===== config.mk =====
export PLATFORM = sky130hd
export DESIGN_NAME = moisture_probe_sequencer_unit
export DESIGN_NICKNAME = d
export VERILOG_FILES = /design/src/rtl/msq_pkg.sv /design/src/rtl/msq_regs.sv /design/src/rtl/msq_core.sv /design/src/rtl/moisture_probe_sequencer_unit.sv
export SDC_FILE = /design/constraint.sdc
export NUM_CORES = 1
export LEC_CHECK = 0
export BUFFER_PORTS_ARGS = -buffer_cell sky130_fd_sc_hd__buf_2
export CAP_MARGIN = 20
export CORE_MARGIN = 2
export CORE_UTILIZATION = 45
export DETAILED_ROUTE_END_ITERATION = 7
export PLACE_DENSITY_LB_ADDON = 0.25
export RECOVER_POWER = 50
export SYNTH_ARGS = -nofsm -noshare
export SYNTH_HDL_FRONTEND = slang
export SYNTH_SLANG_ARGS = --single-unit

===== constraint.sdc =====
create_clock -name clk -period 7.9 [get_ports clk]
set_input_delay 1.58 -clock clk [delete_from_list [all_inputs] [get_ports clk]]
set_output_delay 1.58 -clock clk [all_outputs]
set_load 0.03 [all_outputs]

===== src/rtl/msq_pkg.sv =====
`default_nettype none

package msq_pkg;

	localparam int unsigned CAL_W    = 8;
	localparam int unsigned CFG_IX_W = 3;
	localparam int unsigned CFG_D_W  = 16;

	// indicator handling starts once more than this many calibration ticks have passed
	localparam int unsigned SETTLE_TICKS = 4;

	typedef enum logic [CFG_IX_W-1:0] {
		REG_PREP_TICKS      = 3'd0,
		REG_MOIST_WAIT      = 3'd1,
		REG_DRY_WAIT        = 3'd2,
		REG_MOIST_ON        = 3'd3,
		REG_MOIST_OFF       = 3'd4,
		REG_DRY_ON          = 3'd5,
		REG_DRY_OFF         = 3'd6
	} reg_index_t;

	localparam logic [7:0]  RST_PREP_TICKS = 8'd4;
	localparam logic [15:0] RST_MOIST_WAIT = 16'd3600;
	localparam logic [15:0] RST_DRY_WAIT   = 16'd60;
	localparam logic [7:0]  RST_MOIST_ON   = 8'd4;
	localparam logic [7:0]  RST_MOIST_OFF  = 8'd36;
	localparam logic [7:0]  RST_DRY_ON     = 8'd1;
	localparam logic [7:0]  RST_DRY_OFF    = 8'd3;

	typedef enum logic [1:0] {
		PH_PREPARE    = 2'd0,
		PH_TEST       = 2'd1,
		PH_WAIT_MOIST = 2'd2,
		PH_WAIT_DRY   = 2'd3
	} probe_phase_t;

	typedef enum logic [2:0] {
		BL_MOIST_ON  = 3'd0,
		BL_MOIST_OFF = 3'd1,
		BL_DRY_ON    = 3'd2,
		BL_DRY_OFF   = 3'd3,
		BL_INACTIVE  = 3'd4
	} blink_phase_t;

	typedef struct packed {
		logic [7:0]  prep_ticks;
		logic [15:0] moist_wait_ticks;
		logic [15:0] dry_wait_ticks;
		logic [7:0]  moist_on_ticks;
		logic [7:0]  moist_off_ticks;
		logic [7:0]  dry_on_ticks;
		logic [7:0]  dry_off_ticks;
	} msq_cfg_t;

	typedef struct packed {
		logic indicator_on;
		logic sensor_power;
		logic comparator_enable;
	} msq_res_t;

endpackage

`default_nettype wire


===== src/rtl/msq_regs.sv =====
`default_nettype none

module msq_regs (
	input  wire logic                          clk,
	input  wire logic                          arst_n,
	input  wire logic                          wr_en,
	input  wire logic [msq_pkg::CFG_IX_W-1:0]  wr_index,
	input  wire logic [msq_pkg::CFG_D_W-1:0]   wr_data,
	output msq_pkg::msq_cfg_t                  cfg
);
	import msq_pkg::*;

	msq_cfg_t cfg_q;

	always_ff @(posedge clk or negedge arst_n) begin
		if (!arst_n) begin
			cfg_q.prep_ticks       <= RST_PREP_TICKS;
			cfg_q.moist_wait_ticks <= RST_MOIST_WAIT;
			cfg_q.dry_wait_ticks   <= RST_DRY_WAIT;
			cfg_q.moist_on_ticks   <= RST_MOIST_ON;
			cfg_q.moist_off_ticks  <= RST_MOIST_OFF;
			cfg_q.dry_on_ticks     <= RST_DRY_ON;
			cfg_q.dry_off_ticks    <= RST_DRY_OFF;
		end else if (wr_en) begin
			// wide data is truncated to the register width, unknown index ignored
			unique case (wr_index)
				REG_PREP_TICKS: cfg_q.prep_ticks       <= wr_data[7:0];
				REG_MOIST_WAIT: cfg_q.moist_wait_ticks <= wr_data;
				REG_DRY_WAIT:   cfg_q.dry_wait_ticks   <= wr_data;
				REG_MOIST_ON:   cfg_q.moist_on_ticks   <= wr_data[7:0];
				REG_MOIST_OFF:  cfg_q.moist_off_ticks  <= wr_data[7:0];
				REG_DRY_ON:     cfg_q.dry_on_ticks     <= wr_data[7:0];
				REG_DRY_OFF:    cfg_q.dry_off_ticks    <= wr_data[7:0];
				default: ;
			endcase
		end
	end

	assign cfg = cfg_q;

endmodule

`default_nettype wire


===== src/rtl/msq_core.sv =====
`default_nettype none

module msq_core #(
	parameter int unsigned CALIBRATION_TICKS = 240
) (
	input  wire logic               clk,
	input  wire logic               arst_n,
	input  wire logic               step,
	input  wire logic               dry,
	input  wire msq_pkg::msq_cfg_t  cfg,
	output msq_pkg::msq_res_t       res_d
);
	import msq_pkg::*;

	localparam logic [CAL_W-1:0] CAL_INIT  = CAL_W'(CALIBRATION_TICKS);
	localparam logic [CAL_W-1:0] CAL_SETTLE = CAL_W'(CALIBRATION_TICKS - SETTLE_TICKS);

	logic [CAL_W-1:0] cal_q, cal_d;
	probe_phase_t     pph_q, pph_d;
	logic [15:0]      pwait_q, pwait_d;
	blink_phase_t     bph_q, bph_d;
	logic [7:0]       bwait_q, bwait_d;
	logic             ind_q, ind_d;
	logic             pwr_q, pwr_d;
	logic             cen_q, cen_d;

	always_comb begin
		cal_d   = cal_q;
		pph_d   = pph_q;
		pwait_d = pwait_q;
		bph_d   = bph_q;
		bwait_d = bwait_q;
		ind_d   = ind_q;
		pwr_d   = pwr_q;
		cen_d   = cen_q;

		// calibration holds both machines off
		if (cal_q != '0) begin
			if (cal_q < CAL_SETTLE) begin
				ind_d = dry ? ~ind_q : 1'b0;
			end
			cal_d   = cal_q - 1'b1;
			pwait_d = 16'd1;
			bwait_d = 8'd1;
		end

		if (pwait_d == '0) begin
			unique case (pph_q)
				PH_PREPARE: begin
					cen_d   = 1'b1;
					pwr_d   = 1'b1;
					pwait_d = {8'd0, cfg.prep_ticks};
					pph_d   = PH_TEST;
					bwait_d = '0;
				end
				PH_TEST: begin
					pph_d = dry ? PH_WAIT_DRY : PH_WAIT_MOIST;
					cen_d = 1'b0;
					pwr_d = 1'b0;
					bph_d = BL_INACTIVE;
				end
				PH_WAIT_MOIST: begin
					pwait_d = cfg.moist_wait_ticks;
					pph_d   = PH_PREPARE;
					bph_d   = BL_MOIST_ON;
				end
				default: begin
					pwait_d = cfg.dry_wait_ticks;
					pph_d   = PH_PREPARE;
					bph_d   = BL_DRY_ON;
				end
			endcase
		end

		if (bwait_d == '0) begin
			unique case (bph_d)
				BL_MOIST_ON: begin
					bwait_d = cfg.moist_on_ticks;
					ind_d   = 1'b1;
					bph_d   = BL_MOIST_OFF;
				end
				BL_MOIST_OFF: begin
					bwait_d = cfg.moist_off_ticks;
					ind_d   = 1'b0;
					bph_d   = BL_MOIST_ON;
				end
				BL_DRY_ON: begin
					bwait_d = cfg.dry_on_ticks;
					ind_d   = 1'b1;
					bph_d   = BL_DRY_OFF;
				end
				BL_DRY_OFF: begin
					bwait_d = cfg.dry_off_ticks;
					ind_d   = 1'b0;
					bph_d   = BL_DRY_ON;
				end
				default: begin
					ind_d = 1'b0;
				end
			endcase
		end

		if (pwait_d != '0) begin
			pwait_d = pwait_d - 1'b1;
		end
		if (bwait_d != '0) begin
			bwait_d = bwait_d - 1'b1;
		end
	end

	always_ff @(posedge clk or negedge arst_n) begin
		if (!arst_n) begin
			cal_q   <= CAL_INIT;
			pph_q   <= PH_PREPARE;
			pwait_q <= '0;
			bph_q   <= BL_MOIST_OFF;
			bwait_q <= '0;
			ind_q   <= 1'b0;
			pwr_q   <= 1'b0;
			cen_q   <= 1'b1;
		end else if (step) begin
			cal_q   <= cal_d;
			pph_q   <= pph_d;
			pwait_q <= pwait_d;
			bph_q   <= bph_d;
			bwait_q <= bwait_d;
			ind_q   <= ind_d;
			pwr_q   <= pwr_d;
			cen_q   <= cen_d;
		end
	end

	assign res_d.indicator_on      = ind_d;
	assign res_d.sensor_power      = pwr_d;
	assign res_d.comparator_enable = cen_d;

endmodule

`default_nettype wire


===== src/rtl/moisture_probe_sequencer_unit.sv =====
// moisture probe sequencer: one timer tick in, one output level set out
//
// in channel: in_valid/in_ready with comparator_dry (1 = soil reads dry)
// out channel: out_valid/out_ready with indicator_on, sensor_power and
//   comparator_enable, the levels after the tick
// cfg channel: cfg_valid/cfg_ready (always ready), cfg_index selects one of
//   seven timing registers, cfg_data holds the value (low bits kept for
//   8-bit registers, index 7 ignored); write only while the block is idle
// latency: a request accepted at one edge shows its result at the next edge
// throughput: one tick per cycle; the state update is one pass of logic
//   between the state registers and the result register
// stall: a held result stays put while a new tick is still accepted in the
//   same cycle the old result leaves; with out_ready low the input blocks
// reset: timing registers take their defaults, calibration restarts with
//   CALIBRATION_TICKS ticks, no result is pending
`default_nettype none

module moisture_probe_sequencer_unit #(
	parameter int unsigned CALIBRATION_TICKS = 240
) (
	input  wire logic                          clk,
	input  wire logic                          arst_n,
	// tick requests
	input  wire logic                          in_valid,
	output wire logic                          in_ready,
	input  wire logic                          comparator_dry,
	// result requests
	output wire logic                          out_valid,
	input  wire logic                          out_ready,
	output wire logic                          indicator_on,
	output wire logic                          sensor_power,
	output wire logic                          comparator_enable,
	// register writes
	input  wire logic                          cfg_valid,
	output wire logic                          cfg_ready,
	input  wire logic [msq_pkg::CFG_IX_W-1:0]  cfg_index,
	input  wire logic [msq_pkg::CFG_D_W-1:0]   cfg_data
);
	import msq_pkg::*;

	msq_cfg_t cfg;
	msq_res_t res_d;
	msq_res_t res_q;
	logic     out_valid_q;
	logic     step;

	// a tick goes in whenever the result slot is empty or drains this cycle
	assign in_ready  = !out_valid_q || out_ready;
	assign step      = in_valid && in_ready;
	assign cfg_ready = 1'b1;

	msq_regs u_regs (
		.clk      (clk),
		.arst_n   (arst_n),
		.wr_en    (cfg_valid),
		.wr_index (cfg_index),
		.wr_data  (cfg_data),
		.cfg      (cfg)
	);

	msq_core #(
		.CALIBRATION_TICKS (CALIBRATION_TICKS)
	) u_core (
		.clk    (clk),
		.arst_n (arst_n),
		.step   (step),
		.dry    (comparator_dry),
		.cfg    (cfg),
		.res_d  (res_d)
	);

	// result register, valid flag
	always_ff @(posedge clk or negedge arst_n) begin
		if (!arst_n) begin
			out_valid_q <= 1'b0;
		end else if (in_ready) begin
			out_valid_q <= in_valid;
		end
	end

	// result payload, loaded with each accepted tick
	always_ff @(posedge clk) begin
		if (step) begin
			res_q <= res_d;
		end
	end

	assign out_valid         = out_valid_q;
	assign indicator_on      = res_q.indicator_on;
	assign sensor_power      = res_q.sensor_power;
	assign comparator_enable = res_q.comparator_enable;

endmodule

`default_nettype wire


==> implementation parameters, run 1 <==
Parameter                              Value

Place
  Sum of net half-perimeters after detailed placement    11.61 mm
  Placement Setup Slack    3.861 ns
  Final GP Congestion    approximately 0.94
  Number of input and output port buffers inserted    29

Logic synthesis
  Average cell area after synthesis    ~10 um^2
  Post-synthesis sequential element count    116
  Synth async-reset ratio    0.9741
  Post-synthesis compound-gate area fraction    0.1638
  Number of flops mapped to enable cells by yosys    3
  Number of warnings reported in the yosys synthesis log    0
  Dominant cells by area after synthesis    dfrtp_1 35%, mux2_2 14%, dfstp_2 8.4%
  Share of the synthesized area in the top cell type    0.3487
  Post-synthesis share of cell area spent on and, or, nand and nor gates    0.1444
  Synth Net Count    664
  Synth Instances    629
  Sequential-to-total area share from yosys stat    0.4460
  Adder-cell share of the synthesized area    0.01895
  Largest family of logic cells by synthesized area    multiplexers
  Main synth FF type    dfrtp_1
  Post-Synth XOR/XNOR Area    0.01857
  Summed instance area of the synthesized netlist    0.006601 mm^2
  Dominant cell type by area after synthesis    dfrtp_1
  Multiplexer area fraction after synthesis    0.1797
  Library cells used by synthesis    68

Clocking
  Clock latency at the later pin of the worst-skew pair    0.42 ns
  TritonCTS buffer count    17
  Number of H-tree branching levels    4
  Clk buf depth    2
  Number of buffers inserted by post-CTS setup repair    0
  CTS tree    done
  Number of hold-repair buffers added at the cts stage    0
  Clock slew at the register clock pins of the worst setup and hold paths    0.06 ns
  Sink Count    116
  Count of instances resized after the clock tree is built    0
  Root buf cell    clkbuf_16

Route
  Post-DR vias/cell    6.123
  Detailed-routing iteration count for the pre-antenna-repair pass    5
  Total number of vias    5,235
  Routed len/inst    19.55 um
  1st-iter DRT viols    around 430
  Final wirelength    16.72 mm
  Remaining routing DRC violations    0
  Remaining antenna violation count    0

STA
  Minimum clock period    4.126 ns
  Peak clock frequency supported by timing    roughly 240 MHz
  Tightest slew margin relative to the limit    -0.4745
  Final worst slack    3.774 ns
  Final-report hold violation count    0
  Clock tree skew after final layout    0.006986 ns
  Setup TNS    0 ns
  RSZ-0062 raised after global routing    no
  Slew of the pin with the lowest slew margin    2.212 ns
  Final Max Tran Viols    38
  Count of final setup violators    0
  Fin crit share    0.5223

Worst setup path
  Top fanout value on the critical path    13
  Type of origin of the critical path    register
  Type of destination of the critical path    register
  Data arrival time of the critical path    4.45 ns
  Critical path type    reg2reg
  CP Data Required Time    8.22 ns
  Worst-case reg-to-reg path depth    11

Layout
  Share of layout cells above drive strength 1    0.2906
  Area growth syn-to-layout    14.35%
  Most common cell after layout, fill and taps aside    dfrtp_1
  Footprint of the flip-flops and latches    around 0.0029 mm^2
  Commonest non-fill, non-tap cells in the layout    92 x dfrtp_1, 79 x mux2_2, 50 x nand2_1
  Ant diodes    0
  Count of nets after finishing    693
  Combined area of the multi-input logic cells    0.003478 mm^2
  Fillers    1,291

Global routing
  Met3 global-route usage    0.05520
  Pin count of the biggest net entering global routing    just under 80
  GR met1 Demand/Resource    0.3207
  Vias in the first global route    5,108
  Leftover overflow at the end of global routing    0
  Global-route wire length before repair    27.58 mm
  Number of antenna violations at the first check in global routing    0
  Gr busiest metal    met2
  Total Routing Usage GR    0.2218
  Met2 Track Usage GR    0.3296

Power and ir drop
  Part of the power in combinational logic    0.361
  Power density cells    approximately 350 mW/mm^2
  Sw Ratio    0.3727
  Switching power    just under 1 mW
  Total design power    2.622 mW
  Worst-case vdd ir drop    0.2040 mV
  Cell-internal power    about 1.6 mW
  Static leakage power    3.014 nW
  Clock Power Share    0.305
  Share of total power in sequential cells    0.334

Hold path
  Type of the worst min-delay path    reg2reg
  Hold Crit Depth    1

Floorplanning
  Core region area    0.01442 mm^2
  DIE HEIGHT    approximately 130 um
  Number of primary I/O pins    31
  Overall die area    0.01566 mm^2
  Starting utilization of the core area    0.4577
  Die width    125.1 um
  Floorplan row count    between 40 and 50

Status
  Failing checks    max-capacitance violations, max-slew violations
  Status    complete, but fails checks

Job
  Max-Cap Viols    1
-- worst paths after layout --
| path | start | to | slack (ns) |
|---|---|---|---|
| worst min-delay path | u_regs.cfg[2] | u_regs.cfg[2] | 0.51 |
| max in group asynchronous | arst_n | u_regs.cfg[44] | 4.18 |
| min in group asynchronous | arst_n | u_core.bwait_q[5] | 1.81 |
| worst min register to register | u_regs.cfg[2] | u_regs.cfg[2] | 0.51 |
| worst max-delay path | u_core.pwait_q[1] | u_core.bwait_q[1] | 3.77 |
| worst max register to register | u_core.pwait_q[1] | u_core.bwait_q[1] | 3.77 |
-- layout make-up --
class | count | area share
clock buffer | 21 | 0.06100
tap | 184 | 0.03050
clock inverter | 11 | 0.02006
multi-input combinational | 467 | 0.4608
timing repair buffer | 44 | 0.03166
sequential | 116 | 0.3900
inverter | 12 | 0.005967
-- kinds of logic (layout without fill, tap and decap cells) --
family,Yosys count,after routing
compound gates,163,163
mux,98,98
flops,116,116
simple gates,181,181
fa+ha+maj,10,10
xor+xnor,14,14
other cells,1,1
buf+inv,46,88
-- critical path, stage by stage, from the launching register on --
cell,delay (ns)
dfrtp_1,0.40
or4_1,0.59
or4_4,0.55
nor2_1,0.49
a21oi_1,0.39
a22oi_1,0.33
ha_1,0.24
inv_1,0.08
nor4bb_1,0.28
buf_4,0.21
mux2_4,0.30
o22ai_1,0.15
-- sequential cells by signal, summed over array words and instances (netlist names) --
register / cells
u_core.pph_q: 2
comparator_enable: 1
indicator_on: 1
u_regs.cfg: 72
u_core.cal_q: 8
u_core.cen_q: 1
out_valid: 1
u_core.ind_q: 1
u_core.bwait_q: 8
u_core.pwait_q: 16
sensor_power: 1
u_core.pwr_q: 1
u_core.bph_q: 3
-- metal layers --
metal | vias up | routed length (um)
li1 | 2446 | -
met1 | 2581 | 7952
met2 | 183 | 7481
met3 | 25 | 994
met4 | 0 | 287
met5 | - | 0
-- power by group through the flow --
| stage | clock network, mW | logic, mW | registers, mW |
|---|---|---|---|
| after CTS | 0.810 | 0.929 | 0.876 |
| after global placement | 0 | 0.913 | 0.875 |
| final | 0.800 | 0.945 | 0.877 |
| after floorplan | 0 | 0.699 | 0.841 |
| after detailed placement | 0 | 0.920 | 0.883 |
| after global routing | 0.846 | 1.02 | 0.899 |
-- synth_stat cells (7+ instances only) --
| master | number |
|---|---|
| o21ai_0 | 40 |
| a21oi_1 | 28 |
| ha_1 | 10 |
| nor2_1 | 30 |
| mux4_2 | 8 |
| nor2b_1 | 8 |
| mux2_2 | 80 |
| nand4_1 | 7 |
| nor4_1 | 11 |
| xnor2_1 | 10 |
| or2_2 | 7 |
| o22ai_1 | 8 |
| clkbuf_1 | 26 |
| o31ai_1 | 10 |
| nand2_1 | 50 |
| dfrtp_1 | 92 |
| mux2i_1 | 9 |
| dfstp_2 | 21 |
| inv_1 | 12 |
| a31oi_1 | 9 |
| nand3_1 | 11 |
| nand2b_1 | 8 |
| nor3_1 | 16 |
| a22oi_1 | 14 |
-- metrics by stage --
stage / util / area [um^2] / std cells / hold WS [ns]
after CTS: 0.5255 / 7580 / 855 / 0.5071
after detailed placement: 0.4831 / 6968 / 823 / 0.4947
after global routing: 0.5233 / 7548 / 855 / 0.5203
final: 0.5233 / 7548 / 855 / 0.5074
after global placement: 0.4826 / 6960 / 822 / 0.4833
after floorplan: - / 6601 / 629 / 0.4641
(Power assumes the default switching activity.)
==> run 2, diff against run 1 <==
- clock period: 7.9 -> 3.7 ns (I/O delays scaled with it)
==> run 2 against run 1 <==
Net effect: the run still ends with max-capacitance violations, max-slew violations left; global-route usage grew 1.2 points; highest routed layer unchanged; largest power group unchanged; die area is the same; cell count grew 2.8%; combinational power grew 140%; routed wire length grew 4.9%; worst setup slack lost 3.6 ns; worst hold slack lost 0.0033 ns; fmax grew 17%; via count grew 2.3%; clock power grew 120%.
==> implementation parameters, run 2 (synthesis results as in run 1) <==
Parameter                              Value

Status
  Status    complete, but fails checks
  Failing checks    max-capacitance violations, max-slew violations

Route
  1st-iter DRT viols    about 460
  Routed len/inst    around 20 um
  Remaining routing DRC violations    0
  Detailed-routing iteration count for the pre-antenna-repair pass    7
  Final wirelength    17.54 mm
  Total number of vias    between 5,000 and 6,000
  Post-DR vias/cell    6.096
  Remaining antenna violation count    0

Clocking
  Clk buf depth    2
  Number of H-tree branching levels    4
  CTS tree    done
  Number of buffers inserted by post-CTS setup repair    0
  Clock latency at the later pin of the worst-skew pair    between 0.4 and 0.5 ns
  Root buf cell    clkbuf_16
  Number of hold-repair buffers added at the cts stage    0
  Sink Count    116
  Clock slew at the register clock pins of the worst setup and hold paths    around 0.060 ns
  TritonCTS buffer count    17

STA
  Peak clock frequency supported by timing    282.4 MHz
  Tightest slew margin relative to the limit    -0.8670
  RSZ-0062 raised after global routing    no
  Final worst slack    0.1593 ns
  Final Max Tran Viols    114
  Count of final setup violators    0
  Setup TNS    0 ns
  Slew of the pin with the lowest slew margin    roughly 2.8 ns
  Clock tree skew after final layout    0.01287 ns
  Fin crit share    0.9570
  Minimum clock period    3.541 ns
  Final-report hold violation count    0

Layout
  Footprint of the flip-flops and latches    0.002944 mm^2
  Count of nets after finishing    717
  Area growth syn-to-layout    17.97%
  Commonest non-fill, non-tap cells in the layout    92 x dfrtp_1, 80 x mux2_2, 50 x nand2_1
  Fillers    about 1,300
  Share of the core filled with cells    0.5399
  Most common cell after layout, fill and taps aside    dfrtp_1
  Ant diodes    0
  Max reg flops    between 70 and 80
  Combined area of the multi-input logic cells    0.003500 mm^2
  Share of layout cells above drive strength 1    0.3324

Floorplanning
  Number of primary I/O pins    31
  Die width    125.1 um
  DIE HEIGHT    125.1 um
  Floorplan row count    44
  Starting utilization of the core area    0.4577
  Core region area    ~0.014 mm^2
  Overall die area    0.01566 mm^2

Place
  Placement Setup Slack    0.1777 ns
  Sum of net half-perimeters after detailed placement    12.30 mm
  Final GP Congestion    between 0.9 and 1
  Number of input and output port buffers inserted    29

Hold path
  Type of the worst min-delay path    reg2reg

Worst setup path
  CP Data Required Time    between 3 and 4 ns
  Critical path type    reg2reg
  Top fanout value on the critical path    6
  Type of destination of the critical path    register
  Type of origin of the critical path    register
  Data arrival time of the critical path    3.83 ns

Power and ir drop
  Power density cells    ~750 mW/mm^2
  Worst-case vdd ir drop    roughly 0.4 mV
  Static leakage power    3.169 nW

Global routing
  Number of antenna violations at the first check in global routing    0
  Pin count of the biggest net entering global routing    114
  Leftover overflow at the end of global routing    0
  Vias in the first global route    5,348
  Global-route wire length before repair    29.04 mm
  Total Routing Usage GR    0.2339

Job
  Max-Cap Viols    1
## run 2: cell count changes in the layout (fill, tap and decap cells not counted), sizes merged
cell,before,now
clkbuf,28,23
buf,37,64
inv,14,16
clkinv,2,3
clkinvlp,4,3
## run 2: final timing paths
path,end,depth (start not counted),start,slack [ns]
max in group asynchronous,u_core.pwait_q[2],2,arst_n,0.74
max,u_core.bwait_q[4],11,u_core.pwait_q[12],0.16
min in group asynchronous,u_core.bwait_q[5],2,arst_n,1.30
min reg2reg,u_regs.cfg[3],1,u_regs.cfg[3],0.50
max reg2reg,u_core.bwait_q[4],11,u_core.pwait_q[12],0.16
min,u_regs.cfg[3],1,u_regs.cfg[3],0.50
## run 2: repair_timing
item | CTS | global route
gates resized for setup | 0 | 4
hold endpoints to repair | 0 | 0
setup endpoints to repair | 0 | 5
## run 2: metal layers
metal / track usage / share of wire / up-vias
met5: 0 / 0 / -
met3: 0.04921 / 0.056 / 17
met2: 0.3641 / 0.47 / 167
met4: 0.05359 / 0.010 / 0
li1: - / - / 2492
met1: 0.3381 / 0.46 / 2682
## run 2: power breakdown
| part | leakage [nW] | internal [mW] | switching [mW] | total, mW |
|---|---|---|---|---|
| sequential | 1.40 | 1.61 | 0.249 | 1.86 |
| clock | 0.297 | 1.10 | 0.632 | 1.74 |
| combinational | 1.47 | 0.978 | 1.28 | 2.26 |
| total | 3.17 | 3.70 | 2.16 | 5.86 |
## run 2: stage by stage
stage               power [mW]  instances  instance area, um^2  hold WS [ns]
floorplan                3.288        629                 6601        0.4444
detailed placement       4.086        847                 7173        0.4926
CTS                      5.841        879                 7796        0.4417
finish                   5.858        879                 7787        0.5040
global route             6.182        879                 7787        0.5154
global placement         4.039        847                 7173        0.4819
## run 2: cell type report
class                           instances  area share
Clock buffer                           19     0.05816
Clock inverter                         13     0.02185
Inverter                               12    0.005784
Multi-Input combinational cell        467      0.4494
Sequential cell                       116      0.3781
Tap cell                              184     0.02956
Timing Repair Buffer                   68     0.05720
## run 2: critical path: stages (launching register included)
cell and delay [ns]:
dfrtp_1 0.43, or3_1 0.46, or4_4 0.59, or3_1 0.36, a222oi_1 0.44, a31oi_1 0.23, ha_1 0.26, o21ai_0 0.09
a31o_2 0.16, a211oi_1 0.05, a311oi_1 0.23, o21ai_0 0.10
==> run 3, diff against run 2 <==
- CTS_BUF_LIST: not set -> sky130_fd_sc_hd__clkbuf_2 sky130_fd_sc_hd__clkbuf_4 sky130_fd_sc_hd__clkbuf_8
==> run 3 against run 2 <==
Net effect: worst setup slack worse by 0.0071 ns; via count is 0.26% lower; non-clock buffer count stayed put; total power is 7.8% lower; sequential share of layout area is 0.95 points higher; clock skew is 0.0042 ns higher; sequential power hardly changed; critical path depth stayed put; utilization is 1.3 points lower; the run still ends with max-capacitance violations, max-slew violations left; clock power is 26% lower; highest routed layer unchanged.
==> implementation parameters, run 3 (synthesis results as in run 1) <==
Parameter                              Value

Status
  Status    complete, but fails checks
  Failing checks    max-capacitance violations, max-slew violations

Layout
  Commonest non-fill, non-tap cells in the layout    92 x dfrtp_1, 80 x mux2_2, 50 x nand2_1
  Most common cell after layout, fill and taps aside    dfrtp_1
  Count of nets after finishing    717
  Share of layout cells above drive strength 1    0.3324
  Ant diodes    0
  Max reg flops    72
  Post-route design area    around 0.0076 mm^2
  Area growth syn-to-layout    15.07%
  Fillers    1,321

Floorplanning
  Starting utilization of the core area    0.4577
  Die width    125.1 um
  DIE HEIGHT    125.1 um
  Number of primary I/O pins    31
  Floorplan row count    44
  Core region area    approximately 0.014 mm^2
  Overall die area    0.01566 mm^2

Route
  Detailed-routing iteration count for the pre-antenna-repair pass    7
  Remaining antenna violation count    0
  Routed len/inst    just under 20 um
  1st-iter DRT viols    a little over 400
  Final wirelength    about 17 mm
  Remaining routing DRC violations    0
  Total number of vias    5,344
  Post-DR vias/cell    a little over 6

STA
  Final-report hold violation count    0
  Clock tree skew after final layout    0.01709 ns
  Minimum clock period    3.548 ns
  Peak clock frequency supported by timing    281.9 MHz
  RSZ-0062 raised after global routing    no
  Count of final setup violators    0
  Fin crit share    0.9589
  Tightest slew margin relative to the limit    -0.9037
  Final Max Tran Viols    114
  Slew of the pin with the lowest slew margin    2.856 ns
  Setup TNS    0 ns

Worst setup path
  Critical path type    reg2reg
  CP Data Required Time    4.03 ns
  Data arrival time of the critical path    between 3 and 4 ns
  Top fanout value on the critical path    6
  Type of origin of the critical path    register
  Type of destination of the critical path    register

Global routing
  Number of antenna violations at the first check in global routing    0
  Total Routing Usage GR    0.2319
  Global-route wire length before repair    28.78 mm
  Leftover overflow at the end of global routing    0
  Vias in the first global route    5,355
  Pin count of the biggest net entering global routing    114

Place
  Final GP Congestion    0.9329
  Number of input and output port buffers inserted    29
  Instance area at placement    0.007173 mm^2
  Sum of net half-perimeters after detailed placement    12.30 mm

Clocking
  Number of hold-repair buffers added at the cts stage    0
  Clk buf depth    2
  Number of H-tree branching levels    4
  Clock slew at the register clock pins of the worst setup and hold paths    roughly 0.080 ns
  CTS tree    done
  Root buf cell    clkbuf_8
  TritonCTS buffer count    17
  Number of buffers inserted by post-CTS setup repair    0
  Clock latency at the later pin of the worst-skew pair    0.45 ns
  Sink Count    about 120

Power and ir drop
  Clock Power Share    0.237
  Cell-internal power    3.299 mW
  Power density cells    711.2 mW/mm^2
  Static leakage power    a little over 3 nW
  Worst-case vdd ir drop    0.3893 mV
  Sw Ratio    0.3892
  Switching power    2.103 mW
  Share of total power in sequential cells    0.344
  Part of the power in combinational logic    0.419

Job
  Max-Cap Viols    1

Hold path
  Type of the worst min-delay path    in2reg
## run 3: cell counts in the layout (fill, tap and decap cells not counted)
No cell type changed its count.
## run 3: area by class of cell
cell class                      count  area (um^2)  area share
Timing Repair Buffer               68        445.4     0.05864
Inverter                           12        45.04    0.005930
Multi-Input combinational cell    467         3500      0.4607
Clock buffer                       19        261.5     0.03443
Sequential cell                   116         2944      0.3876
Tap cell                          184        230.2     0.03031
Clock inverter                     13        170.2     0.02240
## run 3: layer usage
metal	vias to the layer above	wire length, um	part of all wire	global-route usage
li1	2487	-	-	-
met2	149	8213	0.47	0.3648
met4	0	227	0.013	0.06471
met1	2685	8114	0.47	0.3311
met5	-	0	0	0
met3	23	890	0.051	0.04279
## run 3: final timing paths
path	start	to	slack [ns]	cells after the start
max	u_core.pwait_q[12]	u_core.bwait_q[4]	0.15	11
min in group asynchronous	arst_n	u_core.bwait_q[5]	1.23	2
max in group asynchronous	arst_n	u_core.cal_q[3]	0.71	2
max reg2reg	u_core.pwait_q[12]	u_core.bwait_q[4]	0.15	11
min	in_valid	out_valid	0.49	2
min reg2reg	u_regs.cfg[4]	u_regs.cfg[4]	0.51	1
## run 3: critical path, stage by stage, from the launching register on
cell and delay (ns):
dfrtp_1 0.43, or3_1 0.46, or4_4 0.59, or3_1 0.37
a222oi_1 0.44, a31oi_1 0.23, ha_1 0.27, o21ai_0 0.10
a31o_2 0.16, a211oi_1 0.05, a311oi_1 0.23, o21ai_0 0.10
## run 3: power groups by stage
stage / Combinational [mW] / Clock (mW) / Sequential [mW]
3_5_place_dp: 2.21 / 0 / 1.87
4_1_cts: 2.23 / 1.30 / 1.85
6_report: 2.26 / 1.28 / 1.86
5_1_grt: 2.45 / 1.36 / 1.90
3_3_place_gp: 2.19 / 0 / 1.85
2_1_floorplan: 1.49 / 0 / 1.80
## run 3: through the flow
stage | util | setup slack, ns | cells | power [mW] | hold WS, ns
floorplan | - | 0.1637 | 629 | 3.288 | 0.4444
global placement | 0.4973 | 0.2208 | 847 | 4.039 | 0.4819
detailed placement | 0.4973 | 0.1777 | 847 | 4.086 | 0.4926
CTS | 0.5272 | 0.1667 | 879 | 5.381 | 0.3977
global route | 0.5266 | 0.002774 | 879 | 5.713 | 0.4908
finish | 0.5266 | 0.1522 | 879 | 5.402 | 0.4944
## run 3: repair_timing
action                                  CTS  global route
resized for setup                         0             4
endpoints found under the hold margin     0             0
endpoints found under the setup margin    0             5
